[config.mk]
export PLATFORM = sky130hd
export DESIGN_NAME = binary_rank_reduce_2x
export DESIGN_NICKNAME = d
export VERILOG_FILES = /design/src/hdl/brr_pkg.sv /design/src/hdl/brr_reduce.sv /design/src/hdl/brr_pack.sv /design/src/hdl/binary_rank_reduce_2x.sv
export SDC_FILE = /design/constraint.sdc
export NUM_CORES = 1
export LEC_CHECK = 0
export ABC_CLOCK_PERIOD_IN_PS = 6900
export BUFFER_PORTS_ARGS = -buffer_cell sky130_fd_sc_hd__buf_2
export CAP_MARGIN = 15
export CORE_MARGIN = 1.5
export CORE_UTILIZATION = 55
export CTS_CLUSTER_SIZE = 8
export DETAILED_ROUTE_END_ITERATION = 10
export GPL_ROUTABILITY_DRIVEN = 0
export HOLD_SLACK_MARGIN = 0.06
export PLACE_DENSITY = 0.76
export SKIP_LAST_GASP = 1
export SLEW_MARGIN = 20
export SYNTH_ARGS = -nofsm -noshare
export SYNTH_HDL_FRONTEND = slang
export SYNTH_SLANG_ARGS = --single-unit
export TNS_END_PERCENT = 100
[constraint.sdc]
create_clock -name clock -period 6.9 [get_ports clock]
set_input_delay 0 -clock clock [delete_from_list [all_inputs] [get_ports clock]]
set_output_delay 0 -clock clock [all_outputs]
set_load 0.03 [all_outputs]
[src/hdl/brr_pkg.sv]
// Shared constants, register codes and stage types for binary_rank_reduce_2x.
// No dependencies.
package brr_pkg;

   localparam int WORD_BITS      = 32;
   localparam int HALF_BITS      = WORD_BITS / 2;
   localparam int RANK_BITS      = 3;
   localparam int MODE_BITS      = 2;
   localparam int CSR_INDEX_BITS = 1;
   localparam int CSR_DATA_BITS  = 3;

   // register indexes
   localparam logic [CSR_INDEX_BITS-1:0] CSR_RANK   = 1'd0;
   localparam logic [CSR_INDEX_BITS-1:0] CSR_LAYOUT = 1'd1;

   // layout modes (code 3 behaves as row pairs)
   localparam logic [MODE_BITS-1:0] MODE_PAIRS  = 2'd0;
   localparam logic [MODE_BITS-1:0] MODE_ROW    = 2'd1;
   localparam logic [MODE_BITS-1:0] MODE_COLUMN = 2'd2;

   localparam logic [RANK_BITS-1:0] RANK_MIN    = 3'd1;
   localparam logic [RANK_BITS-1:0] RANK_MAX    = 3'd4;
   localparam logic [RANK_BITS-1:0] RANK_OR_TOP = 3'd2;  // ranks up to here act as OR

   localparam logic [WORD_BITS-1:0] RESET_RANK   = {{(WORD_BITS-1){1'b0}}, 1'b1};

   // registered input transaction plus the settings it was taken under
   typedef struct packed {
      logic [WORD_BITS-1:0] top;
      logic [WORD_BITS-1:0] bottom;
      logic                 last;
      logic [RANK_BITS-1:0] rank;
      logic [MODE_BITS-1:0] mode;
   } item_type;

   // reduction results handed to the pairing / output stage
   typedef struct packed {
      logic [HALF_BITS-1:0] half;
      logic [WORD_BITS-1:0] column_word;
      logic                 last;
      logic                 column;
   } reduced_type;

endpackage

[src/hdl/brr_reduce.sv]
// Combinational 2x2 rank decision for one registered input transaction.
// Depends on brr_pkg.
module brr_reduce (
   input  brr_pkg::item_type    item,
   output brr_pkg::reduced_type red
);
   import brr_pkg::*;

   logic [RANK_BITS-1:0] eff_rank;
   logic [WORD_BITS-1:0] bot_src;
   logic [2:0]           cnt [HALF_BITS];
   logic [HALF_BITS-1:0] half_bits;

   always_comb begin
      case (item.rank)
         3'd0:                   eff_rank = RANK_MIN;
         3'd1, 3'd2, 3'd3, 3'd4: eff_rank = item.rank;
         default:                eff_rank = RANK_MAX;
      endcase
   end

   // single row: the top word stands in for both rows
   assign bot_src = (item.mode == MODE_ROW) ? item.top : item.bottom;

   always_comb begin
      for (int k = 0; k < HALF_BITS; k++) begin
         cnt[k] = {2'b00, item.top[2*k+1]} + {2'b00, item.top[2*k]}
                + {2'b00, bot_src[2*k+1]}  + {2'b00, bot_src[2*k]};
         half_bits[k] = (cnt[k] >= eff_rank);
      end
   end

   assign red.half        = half_bits;
   assign red.column_word = (eff_rank <= RANK_OR_TOP) ? (item.top | item.bottom)
                                                      : (item.top & item.bottom);
   assign red.last   = item.last;
   assign red.column = (item.mode == MODE_COLUMN);

endmodule

[src/hdl/brr_pack.sv]
// Half-word pairing state and the output register of binary_rank_reduce_2x.
// Depends on brr_pkg.
module brr_pack (
   input  logic                          clock,
   input  logic                          reset,
   input  logic                          stage_valid,
   input  brr_pkg::reduced_type          red,
   output logic                          advance,
   output logic                          rsp_tvalid,
   input  logic                          rsp_tready,
   output logic [brr_pkg::WORD_BITS-1:0] rsp_tdata,
   output logic                          rsp_tlast
);
   import brr_pkg::*;

   logic                 valid_ff, valid_in;
   logic [WORD_BITS-1:0] word_ff, word_in;
   logic                 last_ff, last_in;
   logic [HALF_BITS-1:0] held_ff, held_in;
   logic                 phase_ff, phase_in;

   // output slot is free or being emptied this cycle
   assign advance = !valid_ff || rsp_tready;

   always_comb begin
      valid_in = valid_ff;
      word_in  = word_ff;
      last_in  = last_ff;
      held_in  = held_ff;
      phase_in = phase_ff;
      if (advance) begin
         valid_in = 1'b0;
         if (stage_valid) begin
            if (red.column) begin
               valid_in = 1'b1;
               word_in  = red.column_word;
               last_in  = 1'b1;
            end else if (!phase_ff) begin
               if (red.last) begin
                  // unpaired upper half closes the line
                  valid_in = 1'b1;
                  word_in  = {red.half, {HALF_BITS{1'b0}}};
                  last_in  = 1'b1;
               end else begin
                  held_in  = red.half;
                  phase_in = 1'b1;
               end
            end else begin
               valid_in = 1'b1;
               word_in  = {held_ff, red.half};
               last_in  = red.last;
               phase_in = 1'b0;
            end
         end
      end
   end

   always_ff @(posedge clock) begin
      if (reset) begin
         valid_ff <= 1'b0;
         held_ff  <= '0;
         phase_ff <= 1'b0;
      end else begin
         valid_ff <= valid_in;
         held_ff  <= held_in;
         phase_ff <= phase_in;
      end
      word_ff <= word_in;
      last_ff <= last_in;
   end

   assign rsp_tvalid = valid_ff;
   assign rsp_tdata  = word_ff;
   assign rsp_tlast  = last_ff;

endmodule

[src/hdl/binary_rank_reduce_2x.sv]
// Top level of the 2x2 binary rank reduction block.
// Depends on brr_pkg, brr_reduce and brr_pack.
//
// Usage:
//  - req_* carries one transaction per source word pair: tdata[31:0] is the
//    top-row word, tdata[63:32] the bottom-row word (bit 31 leftmost), and
//    tlast marks the last word pair of a row pair.
//  - rsp_* carries reduced words: tdata[31:0] is the output word, tlast marks
//    the last word of a destination line.
//  - csr_* writes rank (index 0) and layout mode (index 1); csr_ready is
//    always high. Write only while the block is idle.
// An accepted item is loaded into the input register, and its result then
// into the output register once that slot is free or being emptied. Upper halves
// without tlast produce no result; they are held until the lower half arrives.
// Throughput: one transaction per cycle while rsp_tready keeps the output moving, set by the single reduction pass
// between the input register and the output register.
// Stall: when rsp_tready is low with a result waiting, the input register
// still fills once; req_tready drops only when both stages are occupied.
// Reset (synchronous, active high) empties both stages, clears the pairing
// state and loads rank 1, row-pair layout.
module binary_rank_reduce_2x (
   input  logic                               clock,
   input  logic                               reset,
   // tdata: top_word [31:0], bottom_word [63:32]
   input  logic                               req_tvalid,
   output logic                               req_tready,
   input  logic [2*brr_pkg::WORD_BITS-1:0]    req_tdata,
   input  logic                               req_tlast,
   // tdata: out_word [31:0]
   output logic                               rsp_tvalid,
   input  logic                               rsp_tready,
   output logic [brr_pkg::WORD_BITS-1:0]      rsp_tdata,
   output logic                               rsp_tlast,
   input  logic                               csr_valid,
   output logic                               csr_ready,
   input  logic [brr_pkg::CSR_INDEX_BITS-1:0] csr_index,
   input  logic [brr_pkg::CSR_DATA_BITS-1:0]  csr_wdata
);
   import brr_pkg::*;

   logic [RANK_BITS-1:0] rank_ff, rank_in;
   logic [MODE_BITS-1:0] mode_ff, mode_in;
   logic                 stage_valid_ff, stage_valid_in;
   item_type             item_ff, item_in;
   reduced_type          red;
   logic                 advance;
   logic                 req_take;

   // configuration: always ready, one register per write transaction
   assign csr_ready = 1'b1;

   always_comb begin
      rank_in = rank_ff;
      mode_in = mode_ff;
      if (csr_valid) begin
         case (csr_index)
            CSR_RANK:   rank_in = csr_wdata;
            CSR_LAYOUT: mode_in = csr_wdata[MODE_BITS-1:0];
            default:    ;
         endcase
      end
   end

   // input register: refills whenever its content moves on this cycle
   assign req_tready = !stage_valid_ff || advance;
   assign req_take   = req_tvalid && req_tready;

   always_comb begin
      stage_valid_in = stage_valid_ff;
      item_in        = item_ff;
      if (req_take) begin
         stage_valid_in = 1'b1;
         item_in.top    = req_tdata[WORD_BITS-1:0];
         item_in.bottom = req_tdata[2*WORD_BITS-1:WORD_BITS];
         item_in.last   = req_tlast;
         item_in.rank   = rank_ff;
         item_in.mode   = mode_ff;
      end else if (advance) begin
         stage_valid_in = 1'b0;
      end
   end

   always_ff @(posedge clock) begin
      if (reset) begin
         rank_ff        <= RESET_RANK[RANK_BITS-1:0];
         mode_ff        <= MODE_PAIRS;
         stage_valid_ff <= 1'b0;
      end else begin
         rank_ff        <= rank_in;
         mode_ff        <= mode_in;
         stage_valid_ff <= stage_valid_in;
      end
      item_ff <= item_in;
   end

   brr_reduce u_reduce (
      .item (item_ff),
      .red  (red)
   );

   brr_pack u_pack (
      .clock       (clock),
      .reset       (reset),
      .stage_valid (stage_valid_ff),
      .red         (red),
      .advance     (advance),
      .rsp_tvalid  (rsp_tvalid),
      .rsp_tready  (rsp_tready),
      .rsp_tdata   (rsp_tdata),
      .rsp_tlast   (rsp_tlast)
   );

endmodule

==> metrics.yaml <==
clock_tree:
  clk_transition_reported_paths_ns: 0.05
  postCtsHoldBufs: 76
  clock-sinks: 127
  cts_htree_levels: 4
  post-cts-setup-buffer-count: 0
  cts_buffers: 17
  cts_tree: "done"
  clk_latency_ns: 0.42
  cts_root_buffer: "clkbuf_16"
  cts-resized-gates: 0
  cts.path.max_buffers: 2
synthesis:
  yosys.cell_count.top_type: "edfxtp_1"
  netlist_instances: 548
  post-synth-top-area-fraction_pct: 45.12
  synth_enable_flop_cells: 103
  synthAdderAreaFrac_pct: 18.69
  netlist.top_cell.by_area: "edfxtp_1"
  synthSimpleGateAreaFrac_pct: 6.388
  post_synth_main_area_contributors: "edfxtp_1 (45%), ha_1 (12%), dfxtp_1 (7.0%)"
  post_synth_mux_area_share_pct: 5.658
  netlist_area_um2: 6855
  ys_seq_elements: 127
  synth-warning-count: 0
  largest_family_of_logic_cells_by_synthesized_area: "adder cells"
  async_flop_share_pct: 0
  syn_nets: 702
  synth_top_flop_cell: "edfxtp_1"
  post_synth_xor_area_fraction_pct: 0
  area_fraction_in_compound_gates_after_synthesis_pct: 13.00
  synth_commonest_cells: "edfxtp_1 (103), ha_1 (64), a21oi_1 (57)"
  synthDistinctLibCells: 28
  syn-mean-instance-area_um2: 12.51
  portion_of_the_post_synthesis_area_used_by_sequential_elements_pct: 52.13
worst_setup_path:
  arrival_ns: 3.89
  slowest_stage_cell_cp: "nand2b_1"
  critical_path_start_type: "flip-flop"
  worst-endpoint-required_ns: 7.13
  r2r_setup_slack_ns: 3.24
  critPathBufInv: 1
  critical_path.endpoint_type: "flip-flop"
  cp_cell_sequence: "nand2b_1 > buf_4 > mux2_2 > fa_1 > ha_1 > ha_1 > a21oi_1 > maj3_1 > o21bai_1"
  beginning_of_the_worst_register_to_register_path: "item_ff[0]$_DFFE_PP_"
  critical_path.most_common_cell: "ha_1"
  rr_worst_depth: 9
  path_max_fanout: 20
  reg2reg_to: "u_pack.rsp_tdata[21]$_DFFE_PP_"
  cpLargestDelayFamily: "adder cells"
  setup.worst_path.class: "flip-flop to flip-flop"
  worst_path_largest_cell_delay_ns: 0.53
finish:
  layout.area.seq_um2: 3573
  syn_to_final_growth_pct: 30.33
  multiInputGateArea_um2: 3019
  num-fill-cells: 826
  antennaDiodeCount: 0
  number_of_nets_in_the_finished_design: 885
  drive_gt1_share_pct: 25.13
sta:
  finalClockSkew_ns: 0.009093
  worst_slew_pin_slew_ns: 0.9240
  timing.final.ws_setup_ns: 3.244
  layout_min_cycle_time_ns: 3.656
  achievable-frequency_mhz: 273.5
  final_number_of_setup_violating_endpoints: 0
  tns_ns: 0
  unrepaired_setup_endpoints_after_global_routing: "false"
  final_min_period_over_clock_period_pct: 52.98
  maxSlewHeadroom_pct: 38.40
  hold_violation_total_from_the_final_report: 0
  finalMaxSlewViolations: 0
grt:
  grt_antenna_before_repair: 0
  overall_overflow_remaining_after_global_route: 0
  grt_max_degree: 71
  grt_pass1_wl_um: 26050
  first_global_vias: 5251
  gr-usage-all-layers_pct: 26.67
floorplanning:
  core_area_um2: 12060
  die_width_um: 114.6
  design.die.area_um2: 13140
  initial_core_util_pct: 56.84
  placementRows: 40
  design.portCount: 110
  die_height_um: 114.6
place:
  hpwl_um: 10270
  dpl_worst_slack_ns: 3.241
  port_buffers: 108
pwr:
  power_w: 0.002317
  power.leakage_nw: 3.570
  power_density_nw_per_um2: 259.3
  irDropWorstVdd_mv: 0.1975
drt:
  wl_met1_um: 6664
  number_of_design_rule_violations_left_by_the_first_detailed_router_iteration: 428
  topRoutingLayerUsed: "met4"
  avgRoutedWirePerCell_um: 18.22
  met3RoutedLength_um: 1173
  via_count: 5118
  totalWireLength_um: 16620
  met2_wl_post_dr_um: 8447
  pre_antenna_drt_iters: 5
  postRouteAntennaNets: 0
  post_drt_via_cell_ratio: 5.612
  drc: 0
hold_path:
  timing.hold.worst_endpoint: "rank_ff[1]$_SDFFE_PP0P_"
  depth_of_the_worst_hold_timing_path: 2
  timing.hold.worst.class: "input port to flip-flop"
  worst_hold_startpoint: "reset"
job:
  max-cap-violations: 0
status:
  outcome: "finished, final reports clean"
flip-flops by register name, summed over array words and instances, names as in the netlist:
| signal | cells |
|---|---|
| item_ff | 70 |
| mode_ff | 2 |
| rank_ff | 3 |
| stage_valid_ff | 1 |
| u_pack.held_ff | 16 |
| u_pack.phase_ff | 1 |
| u_pack.rsp_tdata | 32 |
| u_pack.rsp_tlast | 1 |
| u_pack.rsp_tvalid | 1 |
placed cells by master, fill, tap and decap left out, types with 17 or more instances in the layout:
master         instances
nand3_1               19
clkbuf_16             17
mux2_2                26
dlygate4sd3_1         76
buf_2                108
dfxtp_1               24
ha_1                  64
nand2b_1              23
inv_1                 35
a21oi_1               55
o21ai_0               32
edfxtp_1             103
nor2_1                38
layout make-up:
| cell class | count | share of cell area, % |
|---|---|---|
| Sequential cell | 127 | 39.99 |
| Multi-Input combinational cell | 360 | 33.79 |
| Timing Repair Buffer | 190 | 15.07 |
| Clock buffer | 20 | 5.223 |
| Tap cell | 168 | 2.353 |
| Clock inverter | 12 | 2.101 |
| Inverter | 35 | 1.470 |
per-stage QoR:
step	cell area, um^2	hold slack, ns	utilization (%)	std cells
2_1_floorplan	6855	0.07276	-	548
5_1_grt	8935	0.1118	74.08	912
4_1_cts	8935	0.08665	74.08	912
3_5_place_dp	7520	0.1781	62.34	804
3_3_place_gp	7517	0.1763	62.32	804
6_report	8935	0.1025	74.08	912
report_power, final:
group / switching [W] / total, W / internal (W)
clock network: 0.000325 / 0.000990 / 0.000665
logic: 0.000223 / 0.000409 / 0.000186
registers: 0.0000348 / 0.000918 / 0.000883
total: 0.000583 / 0.00232 / 0.00173
per-layer routing:
metal,GRT usage (%),up-vias
li1,-,2396
met5,0,-
met1,32.60,2472
met3,6.194,28
met2,46.91,222
met4,8.333,0
worst max-delay path by stage:
| stage | startpoint | endpoint | slack, ns | cells after the start |
|---|---|---|---|---|
| 2_1_floorplan | u_pack.rsp_tvalid$_SDFFE_PP0P_ | item_ff[0]$_DFFE_PP_ | 2.36 | 2 |
| 3_3_place_gp | item_ff[0]$_DFFE_PP_ | u_pack.rsp_tdata[21]$_DFFE_PP_ | 3.35 | 9 |
| 3_5_place_dp | item_ff[0]$_DFFE_PP_ | u_pack.rsp_tdata[3]$_DFFE_PP_ | 3.24 | 10 |
| 4_1_cts | item_ff[0]$_DFFE_PP_ | u_pack.rsp_tdata[3]$_DFFE_PP_ | 3.24 | 10 |
| 5_1_grt | item_ff[0]$_DFFE_PP_ | u_pack.rsp_tdata[6]$_DFFE_PP_ | 3.07 | 10 |
| 6_report | item_ff[0]$_DFFE_PP_ | u_pack.rsp_tdata[21]$_DFFE_PP_ | 3.24 | 9 |
cells by family after synthesis:
logic type,after synthesis
adders and majority gates,96
other,1
muxes,35
buffers and inverters,61
DFF,127
and+or+nand+nor,91
AOI/OAI and AO/OA,137
No activity file was read; power rests on OpenSTA's default activity.
